<file path="src/design/bfoc_pkg.sv">
`default_nettype none

package bfoc_pkg;

  // Field widths
  localparam int unsigned RawW  = 24;
  localparam int unsigned CalW  = 16;
  localparam int unsigned TempW = 18;
  localparam int unsigned PresW = 23;

  // Internal widths
  localparam int unsigned DtW   = RawW + 1;          // D2 - C5*256
  localparam int unsigned ProdW = DtW + CalW + 1;    // dT * Cn
  localparam int unsigned OffW  = 37;                // C2*2^17 + dT*C4/2^6
  localparam int unsigned SensW = 36;                // C1*2^16 + dT*C3/2^7
  localparam int unsigned LoW   = 18;                // low slice of SENS
  localparam int unsigned HiW   = SensW - LoW;       // signed high slice of SENS
  localparam int unsigned PpLoW = RawW + LoW;
  localparam int unsigned PpHiW = RawW + 1 + HiW;
  localparam int unsigned FullW = RawW + 1 + SensW;  // D1 * SENS
  localparam int unsigned ScW   = FullW - 21;        // D1*SENS / 2^21
  localparam int unsigned DiffW = ScW + 1;
  localparam int unsigned PfW   = DiffW - 15;        // pressure before clamp

  localparam logic [TempW+1:0] TempBase = 20'd2000;

  // Calibration register index codes
  typedef enum logic [2:0] {
    IdxPresSens = 3'd0,
    IdxPresOff  = 3'd1,
    IdxSensTc   = 3'd2,
    IdxOffTc    = 3'd3,
    IdxTempRef  = 3'd4,
    IdxTempTc   = 3'd5
  } cal_idx_e;

  // Calibration words C1..C6
  typedef struct packed {
    logic [CalW-1:0] c1;
    logic [CalW-1:0] c2;
    logic [CalW-1:0] c3;
    logic [CalW-1:0] c4;
    logic [CalW-1:0] c5;
    logic [CalW-1:0] c6;
  } cal_t;

  // Beat passed from the compensation front end to the pressure back end
  typedef struct packed {
    logic signed [TempW-1:0] temp;
    logic signed [OffW-1:0]  off;
    logic signed [SensW-1:0] sens;
    logic [RawW-1:0]         d1;
  } comp_t;

endpackage

`default_nettype wire

</file>
<file path="src/design/bfoc_cal_regs.sv">
`default_nettype none

module bfoc_cal_regs import bfoc_pkg::*; (
  input  wire logic            clk_i,
  input  wire logic            rst_ni,
  input  wire logic            cfg_we_i,
  input  wire logic [2:0]      cfg_index_i,
  input  wire logic [CalW-1:0] cfg_wdata_i,
  output cal_t                 cal_o
);

  cal_t cal_q;

  // Write decode; indexes past the list are dropped
  always_ff @(posedge clk_i or negedge rst_ni) begin
    if (!rst_ni) begin
      cal_q <= '0;
    end else if (cfg_we_i) begin
      case (cfg_index_i)
        IdxPresSens: cal_q.c1 <= cfg_wdata_i;
        IdxPresOff:  cal_q.c2 <= cfg_wdata_i;
        IdxSensTc:   cal_q.c3 <= cfg_wdata_i;
        IdxOffTc:    cal_q.c4 <= cfg_wdata_i;
        IdxTempRef:  cal_q.c5 <= cfg_wdata_i;
        IdxTempTc:   cal_q.c6 <= cfg_wdata_i;
        default:     cal_q    <= cal_q;
      endcase
    end
  end

  assign cal_o = cal_q;

endmodule

`default_nettype wire

</file>
<file path="config.mk">
export PLATFORM = sky130hd
export DESIGN_NAME = bfoc_cal_regs
export DESIGN_NICKNAME = d
export VERILOG_FILES = /design/src/design/bfoc_pkg.sv /design/src/design/bfoc_cal_regs.sv
export SDC_FILE = /design/constraint.sdc
export NUM_CORES = 1
export LEC_CHECK = 0
export ABC_AREA = 1
export BUFFER_PORTS_ARGS = -buffer_cell sky130_fd_sc_hd__buf_2
export CAP_MARGIN = 0
export CORE_ASPECT_RATIO = 0.8
export CORE_UTILIZATION = 50
export CTS_CLUSTER_DIAMETER = 100
export CTS_CLUSTER_SIZE = 8
export DETAILED_ROUTE_END_ITERATION = 10
export GPL_TIMING_DRIVEN = 0
export PLACE_DENSITY = 0.76
export SLEW_MARGIN = 20
export SYNTH_ARGS = -nofsm -noshare
export SYNTH_HDL_FRONTEND = slang
export SYNTH_SLANG_ARGS = --single-unit
</file>
<file path="constraint.sdc">
create_clock -name clk_i -period 0.8 [get_ports clk_i]
set_input_delay 0.12 -clock clk_i [delete_from_list [all_inputs] [get_ports clk_i]]
set_output_delay 0.12 -clock clk_i [all_outputs]
set_load 0.02 [all_outputs]
</file>
==> results_dict.tcl <==
set metrics [dict create \
    synth_largest_area_cell "dfrtp_1" \
    detail-route-antenna-nets 0 \
    power.density_nw_per_um2 2540 \
    yosysSeqAreaShare 0.636 \
    violations "hold timing, setup timing" \
    grt_pass1_vias 3451 \
    drt_iter0_markers 220 \
    io_buffers 117 \
    netlist_instances 425 \
    fin_crit_sh 1.34 \
    routedWlPerCell_um 16.5 \
    syn_area_um2 3770 \
    synth.yosys.warnings 0 \
    finalCriticalPeriod_ps 1070 \
    dp_hpwl_um 7090 \
    startpoint_type "flip-flop" \
    finClkSkew_ps 0 \
    yosys.cell_types.count 11 \
    grt-ovfl-total 0 \
    drc 0 \
    end_kind "output pin" \
    outcome "complete, but fails checks" \
    viasPerCell 5.16 \
    cts_sinks 96 \
    core-area_um2 7090 \
    cp_max_fo 2 \
    final_cell_count_no_fill 700 \
    setup_tns_ps -22770 \
    num_rows 27 \
    rsz0062_at_grt "yes" \
    clk_path_buf_depth 2 \
    p_leak_nw 3.23 \
    synth_top_area_frac 0.636 \
    clock_latency_ps 370 \
    final_common_cell "nand2_1" \
    setup_ws_ps -273 \
    multiInputGateArea_um2 1330 \
    cts_max_level 3 \
    grt_max_degree 50 \
    dieArea_um2 7900 \
    largest_reg_flops 96 \
    hold_ws_ps -325 \
    max_slew_margin 0.696 \
    fmax_mhz 932 \
    clockRootBuffer "clkbuf_8" \
    place_inst 630 \
    vias 3614 \
    slowest_delay_ps 430 \
    antenna_found_initial 0 \
    syn_to_final_growth_pct 54.8 \
    dr.pass1.iters 5 \
    ir_worst_vdd_uv 1420 \
    cp_cell_sequence "buf_6" \
    syn_nets 447 \
    worstMarginPinSlew_ps 457 \
    tritoncts "built" \
    min_path_type "primary input to async pin" \
    initial_core_util 0.532 \
    io_pins 118 \
    required_ps 680 \
    ys_ff_latch 96 \
    crit_type "flip-flop to output pin" \
    register_area_um2 2400 \
    design_area_um2 5840 \
    worstPathArrival_ps 950 \
    synthTopCellsByArea "dfrtp_1 64%, nand2_1 23%, nand3_1 8.5%, buf_2 1.7%, nor2_2 0.66%" \
    numCtsBuffers 9 \
    postPlaceCellArea_um2 4560 \
    slowest_stage "dfrtp_1" \
    grt_usage 0.300 \
    crit_buf_inv 1 \
    reg2reg_from "cal_o[17]$_DFFE_PN0P_" \
    grt_pass1_wl_um 17700 \
    maxSlewViolCount 0 \
    finalPower_w 0.0149 \
    hold_viol 48 \
    dieWidth_um 99.1 \
    maxCapViolations 0 \
    die_height_um 79.7 \
    place_congestion 0.795 \
    setup_viol 101 \
    nFillCells 416 \
    cp_top_family "flip-flops" \
    syn_avg_cell_area_um2 8.88 \
    wirelength_um 11600 \
    final_cell_mix "211 x nand2_1, 110 x buf_6, 96 x dfrtp_1" \
    final_nets 630 \
    drive_gt1_frac 0.392 \
    clkTransAtPathRegs_ps 90 \
    startpoint "cal_o[42]$_DFFE_PN0P_" \
    n_antenna_cell 0 \
]
## cell usage after synthesis
library cell / n
nor2_4: 2
nor2_2: 4
nand2_2: 2
nand2_1: 232
buf_4: 3
nand3_1: 64
inv_1: 3
inv_2: 3
buf_2: 13
dfrtp_1: 96
clkbuf_1: 3
## repair_timing
| action | 4_1_cts | 5_1_grt |
|---|---|---|
| hold endpoints to repair | 48 | 48 |
| pin swaps | 0 | 13 |
| setup buffers | 32 | 29 |
| resized for setup | 192 | 31 |
| setup endpoints to repair | 96 | 136 |
## final cells by class
cell class                      count  area share
Buffer                             19      0.0244
Clock buffer                        9      0.0212
Clock inverter                      7     0.00814
Inverter                            6     0.00428
Multi-Input combinational cell    304       0.227
Sequential cell                    96       0.411
Tap cell                           87      0.0186
Timing Repair Buffer              172       0.285
## final timing paths
check	to	slack (ps)	cells after the start
min in group clk_i	cal_o[37]$_DFFE_PN0P_	50	3
max in group asynchronous	cal_o[13]$_DFFE_PN0P_	540	2
max reg2reg	cal_o[17]$_DFFE_PN0P_	-70	4
max	cal_o[42]	-270	1
min	cal_o[68]$_DFFE_PN0P_	-330	1
min reg2reg	cal_o[65]$_DFFE_PN0P_	510	2
## power breakdown
group          switching (W)  internal (W)  leakage, nW
logic                0.00267       0.00280         1.93
clock network        0.00175       0.00113       0.0854
registers           0.000761       0.00576         1.21
total                0.00518       0.00969         3.23
## layer usage
layer,share of wire,global-route usage
met3,0.074,0.0832
met5,0,0
met1,0.41,0.394
met2,0.50,0.485
met4,0.019,0.101
## per-stage QoR
stage / setup slack, ps / utilization
floorplan: -16.0 / -
CTS: -269 / 0.786
detailed placement: -379 / 0.643
global route: -292 / 0.824
global placement: -1270 / 0.638
finish: -273 / 0.824
## cells by family after synthesis
| kind of cell | synth area share |
|---|---|
| buffers and inverters | 0.0321 |
| flip-flops | 0.636 |
| AND/OR/NAND/NOR | 0.331 |
Note: power is estimated with default switching activity, not from simulation.
