$ cat src/design/bfoc_pkg.sv
`default_nettype none

package bfoc_pkg;

  // Field widths
  localparam int unsigned RawW  = 24;
  localparam int unsigned CalW  = 16;
  localparam int unsigned TempW = 18;
  localparam int unsigned PresW = 23;

  // Internal widths
  localparam int unsigned DtW   = RawW + 1;          // D2 - C5*256
  localparam int unsigned ProdW = DtW + CalW + 1;    // dT * Cn
  localparam int unsigned OffW  = 37;                // C2*2^17 + dT*C4/2^6
  localparam int unsigned SensW = 36;                // C1*2^16 + dT*C3/2^7
  localparam int unsigned LoW   = 18;                // low slice of SENS
  localparam int unsigned HiW   = SensW - LoW;       // signed high slice of SENS
  localparam int unsigned PpLoW = RawW + LoW;
  localparam int unsigned PpHiW = RawW + 1 + HiW;
  localparam int unsigned FullW = RawW + 1 + SensW;  // D1 * SENS
  localparam int unsigned ScW   = FullW - 21;        // D1*SENS / 2^21
  localparam int unsigned DiffW = ScW + 1;
  localparam int unsigned PfW   = DiffW - 15;        // pressure before clamp

  localparam logic [TempW+1:0] TempBase = 20'd2000;

  // Calibration register index codes
  typedef enum logic [2:0] {
    IdxPresSens = 3'd0,
    IdxPresOff  = 3'd1,
    IdxSensTc   = 3'd2,
    IdxOffTc    = 3'd3,
    IdxTempRef  = 3'd4,
    IdxTempTc   = 3'd5
  } cal_idx_e;

  // Calibration words C1..C6
  typedef struct packed {
    logic [CalW-1:0] c1;
    logic [CalW-1:0] c2;
    logic [CalW-1:0] c3;
    logic [CalW-1:0] c4;
    logic [CalW-1:0] c5;
    logic [CalW-1:0] c6;
  } cal_t;

  // Beat passed from the compensation front end to the pressure back end
  typedef struct packed {
    logic signed [TempW-1:0] temp;
    logic signed [OffW-1:0]  off;
    logic signed [SensW-1:0] sens;
    logic [RawW-1:0]         d1;
  } comp_t;

endpackage

`default_nettype wire

$ cat src/design/bfoc_comp.sv
`default_nettype none

module bfoc_comp import bfoc_pkg::*; (
  input  wire logic            clk_i,
  input  wire logic            rst_ni,
  input  wire logic            in_valid_i,
  output logic                 in_ready_o,
  input  wire logic [RawW-1:0] raw_pressure_i,
  input  wire logic [RawW-1:0] raw_temperature_i,
  input  wire cal_t            cal_i,
  output logic                 out_valid_o,
  input  wire logic            out_ready_i,
  output comp_t                out_o
);

  logic v1_q, v2_q, v3_q;
  logic en1, en2, en3;

  logic signed [DtW-1:0]   dt_q;
  logic [RawW-1:0]         d1_s1_q, d1_s2_q;
  logic signed [ProdW-1:0] p6_q, p4_q, p3_q;
  comp_t                   out_q;

  logic signed [DtW-1:0]   dt_d;
  logic [TempW+1:0]        temp_full;
  logic signed [TempW-1:0] temp_d;
  logic signed [OffW-1:0]  off_d;
  logic signed [SensW-1:0] sens_d;

  // Stage enables: a stage loads when empty or when its beat moves on
  assign en3        = !v3_q || out_ready_i;
  assign en2        = !v2_q || en3;
  assign en1        = !v1_q || en2;
  assign in_ready_o = en1;

  always_ff @(posedge clk_i or negedge rst_ni) begin
    if (!rst_ni) begin
      v1_q <= 1'b0;
      v2_q <= 1'b0;
      v3_q <= 1'b0;
    end else begin
      if (en1) v1_q <= in_valid_i;
      if (en2) v2_q <= v1_q;
      if (en3) v3_q <= v2_q;
    end
  end

  // Stage 1: dT = D2 - C5*256
  assign dt_d = {1'b0, raw_temperature_i} - {1'b0, cal_i.c5, 8'b0};

  always_ff @(posedge clk_i) begin
    if (en1 && in_valid_i) begin
      dt_q    <= dt_d;
      d1_s1_q <= raw_pressure_i;
    end
  end

  // Stage 2: the three dT products
  always_ff @(posedge clk_i) begin
    if (en2 && v1_q) begin
      p6_q    <= dt_q * $signed({1'b0, cal_i.c6});
      p4_q    <= dt_q * $signed({1'b0, cal_i.c4});
      p3_q    <= dt_q * $signed({1'b0, cal_i.c3});
      d1_s2_q <= d1_s1_q;
    end
  end

  // Stage 3: TEMP with saturation, OFF and SENS (floor shifts)
  assign temp_full = {p6_q[ProdW-1], p6_q[ProdW-1:23]} + TempBase;

  always_comb begin
    if (temp_full[TempW+1:TempW-1] == 3'b000 || temp_full[TempW+1:TempW-1] == 3'b111) begin
      temp_d = temp_full[TempW-1:0];
    end else if (temp_full[TempW+1]) begin
      temp_d = {1'b1, {(TempW-1){1'b0}}};
    end else begin
      temp_d = {1'b0, {(TempW-1){1'b1}}};
    end
  end

  assign off_d  = {4'b0, cal_i.c2, 17'b0} + {p4_q[ProdW-1], p4_q[ProdW-1:6]};
  assign sens_d = {4'b0, cal_i.c1, 16'b0} + {p3_q[ProdW-1], p3_q[ProdW-1:7]};

  always_ff @(posedge clk_i) begin
    if (en3 && v2_q) begin
      out_q.temp <= temp_d;
      out_q.off  <= off_d;
      out_q.sens <= sens_d;
      out_q.d1   <= d1_s2_q;
    end
  end

  assign out_valid_o = v3_q;
  assign out_o       = out_q;

endmodule

`default_nettype wire

$ cat config.mk
export PLATFORM = sky130hd
export DESIGN_NAME = bfoc_comp
export DESIGN_NICKNAME = d
export VERILOG_FILES = /design/src/design/bfoc_pkg.sv /design/src/design/bfoc_comp.sv
export SDC_FILE = /design/constraint.sdc
export NUM_CORES = 2
export LEC_CHECK = 0
export BUFFER_PORTS_ARGS = -buffer_cell sky130_fd_sc_hd__buf_2
export CORE_ASPECT_RATIO = 0.9
export CORE_UTILIZATION = 40
export DETAILED_ROUTE_END_ITERATION = 8
export PLACE_DENSITY = 0.64
export SYNTH_ARGS = -nofsm -noshare
export SYNTH_HDL_FRONTEND = slang
export SYNTH_SLANG_ARGS = --single-unit
$ cat constraint.sdc
create_clock -name clk_i -period 5.8 [get_ports clk_i]
set_input_delay 0.87 -clock clk_i [delete_from_list [all_inputs] [get_ports clk_i]]
set_output_delay 0.87 -clock clk_i [all_outputs]
set_load 0.02 [all_outputs]
==> results_dict.tcl <==
set metrics [dict create \
    outcome "finished with violations" \
    failed_checks "setup timing" \
    grt_max_degree 116 \
    globalplace.congestion 0.875 \
    cts_tree "built" \
    drcViolationCount 0 \
    cp_max_fo 11 \
    clock-sinks 281 \
    vias 37329 \
    final_hpwl_dp_mm 109 \
    placement_rows 126 \
    post_synth_inst_count 5433 \
    dpl-instance-area_mm2 0.0618 \
    cts-hold-fix-buffers 0 \
    met2_length_mm 61.5 \
    worst_hold_slack_ps 53.3 \
    max-slew-margin-rel_pct 40.8 \
    cts-buffers-inserted 38 \
    clock_tree.htree_level_count 2 \
    die_width_um 386 \
    clockRootBuffer "sky130_fd_sc_hd__clkbuf_16" \
    ys.warnings.count 0 \
    drt-wirelength-per-cell_um 16.7 \
    critPathLaunchType "flop" \
    final_layout_size_suffix_gt1_share_pct 20.9 \
    hold_path_class "in2async" \
    count_of_pins_on_the_block_boundary 265 \
    clk_transition_reported_paths_ps 60 \
    initial_core_utilization_pct 40.4 \
    top_library_cells_by_usage_in_the_layout_fill_and_taps_aside "sky130_fd_sc_hd__inv_1, sky130_fd_sc_hd__fa_1, sky130_fd_sc_hd__nand2_1" \
    finalWirelength_mm 132 \
    detail_route.iter0.violations 1736 \
    worst_clock_skew_ps 57.4 \
    arrival_ps 6940 \
    fp.dieArea_mm2 0.134 \
    slowest_stage "sky130_fd_sc_hd__fa_1" \
    setup.worst_path.end_class "flop" \
    mostFrequentLayoutCell "sky130_fd_sc_hd__inv_1" \
    async_reset_ff_share_pct 1.07 \
    maxSlewViolCount 0 \
    min_period_ps 6550 \
    highest-signal-layer "met5" \
    grt_util_all_layers_pct 20.4 \
    nets 7825 \
    antenna_violations_before_repair 17 \
    floorplan_core_area_mm2 0.131 \
    met1_length_mm 60.0 \
    min_period_over_period_pct 113 \
    synth-edff-count 278 \
    worst_slew_pin_slew_ps 887 \
    via_per_inst 4.71 \
    yosysSeqAreaShare_pct 15.9 \
    ys_ff_latch 281 \
    slowest_delay_ps 510 \
    ctsLongestPathBuffers 3 \
    critPathRequiredTime_ps 6200 \
    crit_top_cell "sky130_fd_sc_hd__fa_1" \
    synthDistinctLibCells 82 \
    clk_latency_ps 650 \
    grt_setup_unrepaired "yes" \
    finalHoldViolations 0 \
    avg_inst_size_synth_um2 9.77 \
    first_global_vias 40430 \
    finish_stage_setup_viols 70 \
    port_buffers 264 \
    drt-pass1-iter-count 5 \
    wl_met3_mm 8.23 \
    finish.instance_area_mm2 0.0645 \
    syn-cell-area_mm2 0.0531 \
    floorplan.die.height_um 348 \
    synth_nets 7103 \
    synth_ff_type "sky130_fd_sc_hd__edfxtp_1" \
    grt_overflow_total 0 \
    drtAntennaViolNets 0 \
    max_freq_mhz 153 \
    maxCapViolCount 0 \
    area_growth_pct 21.5 \
    crit_type "reg2reg" \
    final_critical_path_setup_slack_ps -748 \
    grt_first_pass_wirelength_mm 215 \
]
## registers in the layout (all words and copies together), names as in the netlist
register and cells:
out_o 115, out_valid_o 1, p4_q 36, d1_s1_q 24, p3_q 35, dt_q 25, d1_s2_q 24, p6_q 19
v2_q 1, v1_q 1
## final timing paths
check                             startpoint    endpoint  slack (ps)  cells after the start
max in group asynchronous             rst_ni        v1_q        5640                      1
max reg2reg                         dt_q[12]    p4_q[36]        -750                     27
max                                 dt_q[12]    p4_q[36]        -750                     27
min                                   rst_ni        v2_q          50                      1
min reg2reg                         p4_q[11]   out_o[65]         420                      0
min in group clk_i         raw_pressure_i[2]  d1_s1_q[2]         390                      1
## worst max-delay path: cells and delay by family, from the launching register on
| kind | cells | cell delay [ps] |
|---|---|---|
| flops | 1 | 410 |
| compound gates | 7 | 1140 |
| fa+ha+maj | 7 | 3180 |
| simple gates | 3 | 430 |
| buf+inv | 9 | 1030 |
| xor+xnor | 1 | 80 |
## synthesized netlist by cell type (all sizes together), types with 24 or more instances
cell	n	share of area, %
a21o	32	0.45
a21oi	91	0.88
and2	485	5.7
clkbuf	235	1.7
edfxtp	278	16
fa	1170	44
ha	352	8.3
inv	1458	10
nand2	776	5.5
nand3	24	0.23
nor2	91	0.64
nor3	31	0.31
o21a	38	0.54
o21ai	48	0.47
xnor2	103	1.7
xor2	39	0.64
## repair_timing
action	in CTS	in global routing
cloned	1	6
setup endpoints to repair	70	71
pin swaps	38	71
resized for setup	101	91
buffers inserted	30	34
## layout make-up
cell class / instances / area (µm²)
Sequential cell: 281 / 8420
Timing Repair Buffer: 920 / 7320
Tap cell: 1728 / 2160
Clock inverter: 23 / 269
Fill cell: 11995 / 66900
Multi-Input combinational cell: 3456 / 39800
Clock buffer: 45 / 997
Inverter: 1458 / 5480
Antenna cell: 9 / 22.5
## per-layer routing
layer  GRT usage, %  vias to the layer above
met5              0                        -
met3           3.62                      137
met4           5.24                       16
met2           32.2                      847
li1               -                    17320
met1           28.8                    19009
## cell families after synthesis
family | synth area share (%)
DFF | 15.9
buffers and inverters | 12.0
and+or+nand+nor | 13.4
xor gates and xnor gates | 2.34
AOI/OAI and AO/OA | 3.92
muxes | 0.0377
adders and majority gates | 52.4
## stage by stage
step           setup TNS, ps  setup WS (ps)  utilization [%]  std cells
2_1_floorplan         -16190           -692                -       5433
3_3_place_gp          -60390          -1300             47.0       7779
3_5_place_dp          -64010          -1370             47.0       7779
4_1_cts               -26430           -786             48.5       7873
5_1_grt               -44020          -1000             49.1       7917
6_report              -28140           -748             49.1       7920
Power is left out: the tool's default activity adds up to more than one toggle a clock period on the data nets, which glitch-free logic cannot reach.
