===== src/design/bfoc_pkg.sv =====
`default_nettype none

package bfoc_pkg;

  // Field widths
  localparam int unsigned RawW  = 24;
  localparam int unsigned CalW  = 16;
  localparam int unsigned TempW = 18;
  localparam int unsigned PresW = 23;

  // Internal widths
  localparam int unsigned DtW   = RawW + 1;          // D2 - C5*256
  localparam int unsigned ProdW = DtW + CalW + 1;    // dT * Cn
  localparam int unsigned OffW  = 37;                // C2*2^17 + dT*C4/2^6
  localparam int unsigned SensW = 36;                // C1*2^16 + dT*C3/2^7
  localparam int unsigned LoW   = 18;                // low slice of SENS
  localparam int unsigned HiW   = SensW - LoW;       // signed high slice of SENS
  localparam int unsigned PpLoW = RawW + LoW;
  localparam int unsigned PpHiW = RawW + 1 + HiW;
  localparam int unsigned FullW = RawW + 1 + SensW;  // D1 * SENS
  localparam int unsigned ScW   = FullW - 21;        // D1*SENS / 2^21
  localparam int unsigned DiffW = ScW + 1;
  localparam int unsigned PfW   = DiffW - 15;        // pressure before clamp

  localparam logic [TempW+1:0] TempBase = 20'd2000;

  // Calibration register index codes
  typedef enum logic [2:0] {
    IdxPresSens = 3'd0,
    IdxPresOff  = 3'd1,
    IdxSensTc   = 3'd2,
    IdxOffTc    = 3'd3,
    IdxTempRef  = 3'd4,
    IdxTempTc   = 3'd5
  } cal_idx_e;

  // Calibration words C1..C6
  typedef struct packed {
    logic [CalW-1:0] c1;
    logic [CalW-1:0] c2;
    logic [CalW-1:0] c3;
    logic [CalW-1:0] c4;
    logic [CalW-1:0] c5;
    logic [CalW-1:0] c6;
  } cal_t;

  // Beat passed from the compensation front end to the pressure back end
  typedef struct packed {
    logic signed [TempW-1:0] temp;
    logic signed [OffW-1:0]  off;
    logic signed [SensW-1:0] sens;
    logic [RawW-1:0]         d1;
  } comp_t;

endpackage

`default_nettype wire


===== src/design/bfoc_pres.sv =====
`default_nettype none

module bfoc_pres import bfoc_pkg::*; (
  input  wire logic              clk_i,
  input  wire logic              rst_ni,
  input  wire logic              in_valid_i,
  output logic                   in_ready_o,
  input  wire comp_t             in_i,
  output logic                   out_valid_o,
  input  wire logic              out_ready_i,
  output logic signed [TempW-1:0] temp_o,
  output logic signed [PresW-1:0] pres_o
);

  logic v4_q, v5_q, v6_q;
  logic en4, en5, en6;

  logic [PpLoW-1:0]         pp_lo_q;
  logic signed [PpHiW-1:0]  pp_hi_q;
  logic signed [OffW-1:0]   off_s4_q, off_s5_q;
  logic signed [TempW-1:0]  temp_s4_q, temp_s5_q, temp_q;
  logic signed [ScW-1:0]    scaled_q;
  logic signed [PresW-1:0]  pres_q;

  logic [FullW-1:0]         full;
  logic [DiffW-1:0]         diff;
  logic [PfW-1:0]           pres_full;
  logic signed [PresW-1:0]  pres_d;

  assign en6        = !v6_q || out_ready_i;
  assign en5        = !v5_q || en6;
  assign en4        = !v4_q || en5;
  assign in_ready_o = en4;

  always_ff @(posedge clk_i or negedge rst_ni) begin
    if (!rst_ni) begin
      v4_q <= 1'b0;
      v5_q <= 1'b0;
      v6_q <= 1'b0;
    end else begin
      if (en4) v4_q <= in_valid_i;
      if (en5) v5_q <= v4_q;
      if (en6) v6_q <= v5_q;
    end
  end

  // Stage 4: D1*SENS as two partial products (unsigned low, signed high slice)
  always_ff @(posedge clk_i) begin
    if (en4 && in_valid_i) begin
      pp_lo_q   <= in_i.d1 * in_i.sens[LoW-1:0];
      pp_hi_q   <= $signed({1'b0, in_i.d1}) * $signed(in_i.sens[SensW-1:LoW]);
      off_s4_q  <= in_i.off;
      temp_s4_q <= in_i.temp;
    end
  end

  // Stage 5: combine partials, floor divide by 2^21
  assign full = {pp_hi_q, {LoW{1'b0}}} + {{(FullW-PpLoW){1'b0}}, pp_lo_q};

  always_ff @(posedge clk_i) begin
    if (en5 && v4_q) begin
      scaled_q  <= full[FullW-1:21];
      off_s5_q  <= off_s4_q;
      temp_s5_q <= temp_s4_q;
    end
  end

  // Stage 6: subtract OFF, floor divide by 2^15, saturate
  assign diff      = {scaled_q[ScW-1], scaled_q} - {{(DiffW-OffW){off_s5_q[OffW-1]}}, off_s5_q};
  assign pres_full = diff[DiffW-1:15];

  always_comb begin
    if (pres_full[PfW-1:PresW-1] == '0 || pres_full[PfW-1:PresW-1] == '1) begin
      pres_d = pres_full[PresW-1:0];
    end else if (pres_full[PfW-1]) begin
      pres_d = {1'b1, {(PresW-1){1'b0}}};
    end else begin
      pres_d = {1'b0, {(PresW-1){1'b1}}};
    end
  end

  always_ff @(posedge clk_i) begin
    if (en6 && v5_q) begin
      pres_q <= pres_d;
      temp_q <= temp_s5_q;
    end
  end

  assign out_valid_o = v6_q;
  assign temp_o      = temp_q;
  assign pres_o      = pres_q;

endmodule

`default_nettype wire


===== config.mk =====
export PLATFORM = sky130hd
export DESIGN_NAME = bfoc_pres
export DESIGN_NICKNAME = d
export VERILOG_FILES = /design/src/design/bfoc_pkg.sv /design/src/design/bfoc_pres.sv
export SDC_FILE = /design/constraint.sdc
export NUM_CORES = 2
export LEC_CHECK = 0
export ABC_AREA = 1
export ABC_CLOCK_PERIOD_IN_PS = 8100
export BUFFER_PORTS_ARGS = -buffer_cell sky130_fd_sc_hd__buf_2
export CORE_ASPECT_RATIO = 1.4
export CORE_MARGIN = 2
export CORE_UTILIZATION = 70
export DETAILED_ROUTE_END_ITERATION = 8
export PLACE_DENSITY = 0.95
export SLEW_MARGIN = 20
export SYNTH_ARGS = -nofsm -noshare
export SYNTH_HDL_FRONTEND = slang
export SYNTH_SLANG_ARGS = --single-unit

===== constraint.sdc =====
create_clock -name clk_i -period 8.1 [get_ports clk_i]
set_clock_uncertainty 0.05 [all_clocks]
set_input_delay 1.62 -clock clk_i [delete_from_list [all_inputs] [get_ports clk_i]]
set_output_delay 1.62 -clock clk_i [all_outputs]
set_load 0.01 [all_outputs]

==> impl_summary.log <==
INFO  metric number_of_global_route_vias_before_repair = 38,800
INFO  metric finalMaxSlewViolations = 0
INFO  metric status = finished, final reports clean
INFO  metric synth_top_flop_cell = edfxtp_1
INFO  metric cts.clk_slew.worst_paths = 70 ps
INFO  metric maximum_number_of_pins_on_one_net_before_global_route_repair = 80
INFO  metric achievable-frequency = 0.135 GHz
INFO  metric buffer_ports.inserted = 161
INFO  metric path_cells = buf_2, buf_4, nand2_1, inv_1, fa_1, inv_1, fa_1, inv_1, fa_1, inv_1, fa_1, inv_1, fa_1, inv_1, fa_1, inv_1, ha_1, nand2_1, nor2_1, nand4_1, o211ai_1, nand2_1, nand2_1, xor2_1
INFO  metric hold_path_startpoint = temp_s5_q[14]
INFO  metric maxCapViolCount = 0
INFO  metric cts_resized = 0
INFO  metric cp-end-kind = flip-flop
INFO  metric layout-area-overhead-vs-synth = 5.34%
INFO  metric gpl.final_weighted_congestion = 0.994
INFO  metric yosys_warnings = 0
INFO  metric die_w = 211 um
INFO  metric worstPathBufferInverterCount = 9
INFO  metric drive_gt1_share = 5.87%
INFO  metric initial_core_util = 70.7%
INFO  metric fp.dieArea = 0.0623 sq mm
INFO  metric yosys.area.top_type = fa_1
INFO  metric timing.slew.headroom = 28.9%
INFO  metric routed_via_density = 5.79
INFO  metric wl_per_cell = 19.9 um
INFO  metric post-route-min-period = 7420 ps
INFO  metric post_cts_buffers = 0
INFO  metric timing.setup.tns = 0 ps
INFO  metric detail_route.wirelength = 119,000 um
INFO  metric antenna_found_initial = 3
INFO  metric cts_root_buf = clkbuf_16
INFO  metric initialDrtViolationCount = 3,279
INFO  metric cpLargestDelayFamily = adder cells
INFO  metric worst_hold_path_type = reg -> reg
INFO  metric grt_overflow = 0
INFO  metric worst_path_largest_cell_delay = 780 ps
INFO  metric critPathLaunchType = input pin
INFO  metric post-dp-hpwl = 96,000 um
INFO  metric synth.most_common_cell = inv_1
INFO  metric critical_path.reg2reg.startpoint = scaled_q[20]
INFO  metric timing.setup.critical_path_class = in -> reg
INFO  metric antenna_violating_nets_post_route = 0
INFO  metric fp-row-count = 106
INFO  metric mapped_area = 0.0422 sq mm
INFO  metric chipHeight = 294 um
INFO  metric worst_skew_pair.late_latency = 530 ps
INFO  metric synth_edf_count = 258
INFO  metric final-hold-violation-count = 0
INFO  metric clk_path_buf_depth = 3
INFO  metric syn-instance-count = 5,173
INFO  metric timing.critical_path.slowest_stage_cell = buf_2
INFO  metric ys_ff_latch = 261
INFO  metric synth_seq_area_share = 18.5%
INFO  metric core_box_area = 0.0597 sq mm
INFO  metric setup-violations-final = 0
INFO  metric num-nets-final = 6,372
INFO  metric rsz_0062_raised_after_global_routing = no
INFO  metric final.period_utilization = 91.6%
INFO  metric dr.pass1.iters = 6
INFO  metric main_area_contributors_after_synthesis = fa_1, edfxtp_1, inv_1
INFO  metric grt_util_all_layers = 39.7%
INFO  metric ctsHtreeMaxLevel = 1
INFO  metric async_reset_ff_share = 1.15%
INFO  metric synth_top_cell_area_share = 33.3%
INFO  metric critical-path-top-cell-by-count = inv_1
INFO  metric synth_fp_nets = 6,314
INFO  metric cts_tree = yes
INFO  metric critical_path.startpoint = in_i[5]
INFO  metric synth_top_cells_by_count = inv_1, nand2_1, fa_1
INFO  metric drcViolationCount = 0
INFO  metric critical_path_peak_fanout = 29
INFO  metric yosysUniqueCellTypes = 47
INFO  metric grt_first_pass_wirelength = 190,000 um
INFO  metric worst-endpoint-required = 8330 ps
INFO  metric numCtsBuffers = 22
INFO  metric holdBufCountCts = 0
INFO  metric via_count = 34,800
INFO  metric synthesis.area_per_instance = 8.15 sq um
INFO  metric clock_sinks = 261
INFO  metric cp_data_arrival_time = 7650 ps
INFO  metric worst_slew_pin_slew = 1070 ps
INFO  metric ios = 162
layer usage:
layer | vias to the layer above | GRT usage, % | share of wire (%) | wire (um)
met1 | 16300 | 41.2 | 31 | 36700
met5 | - | 0 | 0.011 | 13
met3 | 891 | 7.42 | 9.8 | 11700
li1 | 15200 | - | - | -
met2 | 2279 | 69.8 | 49 | 59000
met4 | 2 | 32.1 | 10 | 11900
stage by stage:
step | instances | area [sq um] | utilization [%] | hold slack (ps) | setup slack [ps]
after floorplan | 5173 | 42200 | - | 350 | 1060
after global placement | 5963 | 43700 | 73.2 | 351 | 405
after detailed placement | 5963 | 43700 | 73.2 | 355 | 304
after CTS | 6003 | 44400 | 74.4 | 370 | 872
after global routing | 6004 | 44400 | 74.4 | 380 | 550
final | 6007 | 44400 | 74.4 | 366 | 682
flip-flops by register name, indices dropped and copies added (netlist names):
| name | cells |
|---|---|
| pp_hi_q | 43 |
| scaled_q | 40 |
| off_s4_q | 37 |
| off_s5_q | 37 |
| pp_lo_q | 24 |
| pres_o | 23 |
| temp_o | 18 |
| temp_s4_q | 18 |
| temp_s5_q | 18 |
| out_valid_o | 1 |
| v4_q | 1 |
| v5_q | 1 |
placed cells by master, fill, tap and decap left out, types with 14 or more instances in the layout:
cell / synthesis / routed
nand2_1: 1349 / 1349
clkbuf_16: 0 / 23
xnor2_1: 30 / 30
ha_1: 320 / 320
o21ai_0: 81 / 81
nand2_2: 26 / 26
a21o_1: 24 / 24
inv_1: 1474 / 1472
nor2_1: 224 / 224
xor2_1: 81 / 81
nand3_1: 91 / 91
buf_4: 1 / 40
edfxtp_1: 258 / 258
fa_1: 702 / 702
nor3_1: 28 / 28
buf_2: 0 / 161
o21bai_1: 14 / 14
a31oi_1: 24 / 24
nand4_1: 21 / 21
a21oi_1: 156 / 155
final cells by class:
cell class / count / area, sq um
Antenna cell: 4 / 10.0
Clock buffer: 26 / 597
Clock inverter: 14 / 133
Fill cell: 4053 / 15300
Inverter: 1478 / 5550
Multi-Input combinational cell: 3260 / 28100
Sequential cell: 261 / 7820
Tap cell: 756 / 946
Timing Repair Buffer: 208 / 1250
final timing paths:
check                              end  slack [ps]  cells past startpoint
min                         temp_o[14]         370                      0
max                        pp_hi_q[19]         680                     24
min reg2reg                 temp_o[14]         370                      0
max in group asynchronous         v4_q        7070                      1
max reg2reg                  pres_o[0]        5110                     13
min in group asynchronous  out_valid_o         830                      1
kinds of logic after synthesis:
group	share of synthesized area, %
AO/OA/AOI/OAI	4.54
flip-flops	18.5
XOR/XNOR	2.31
adder cells (fa/ha/maj)	42.8
AND/OR/NAND/NOR	17.0
buffers and inverters	14.8
Power is left out: the tool's default activity adds up to more than one toggle a clock period on the data nets, which glitch-free logic cannot reach.
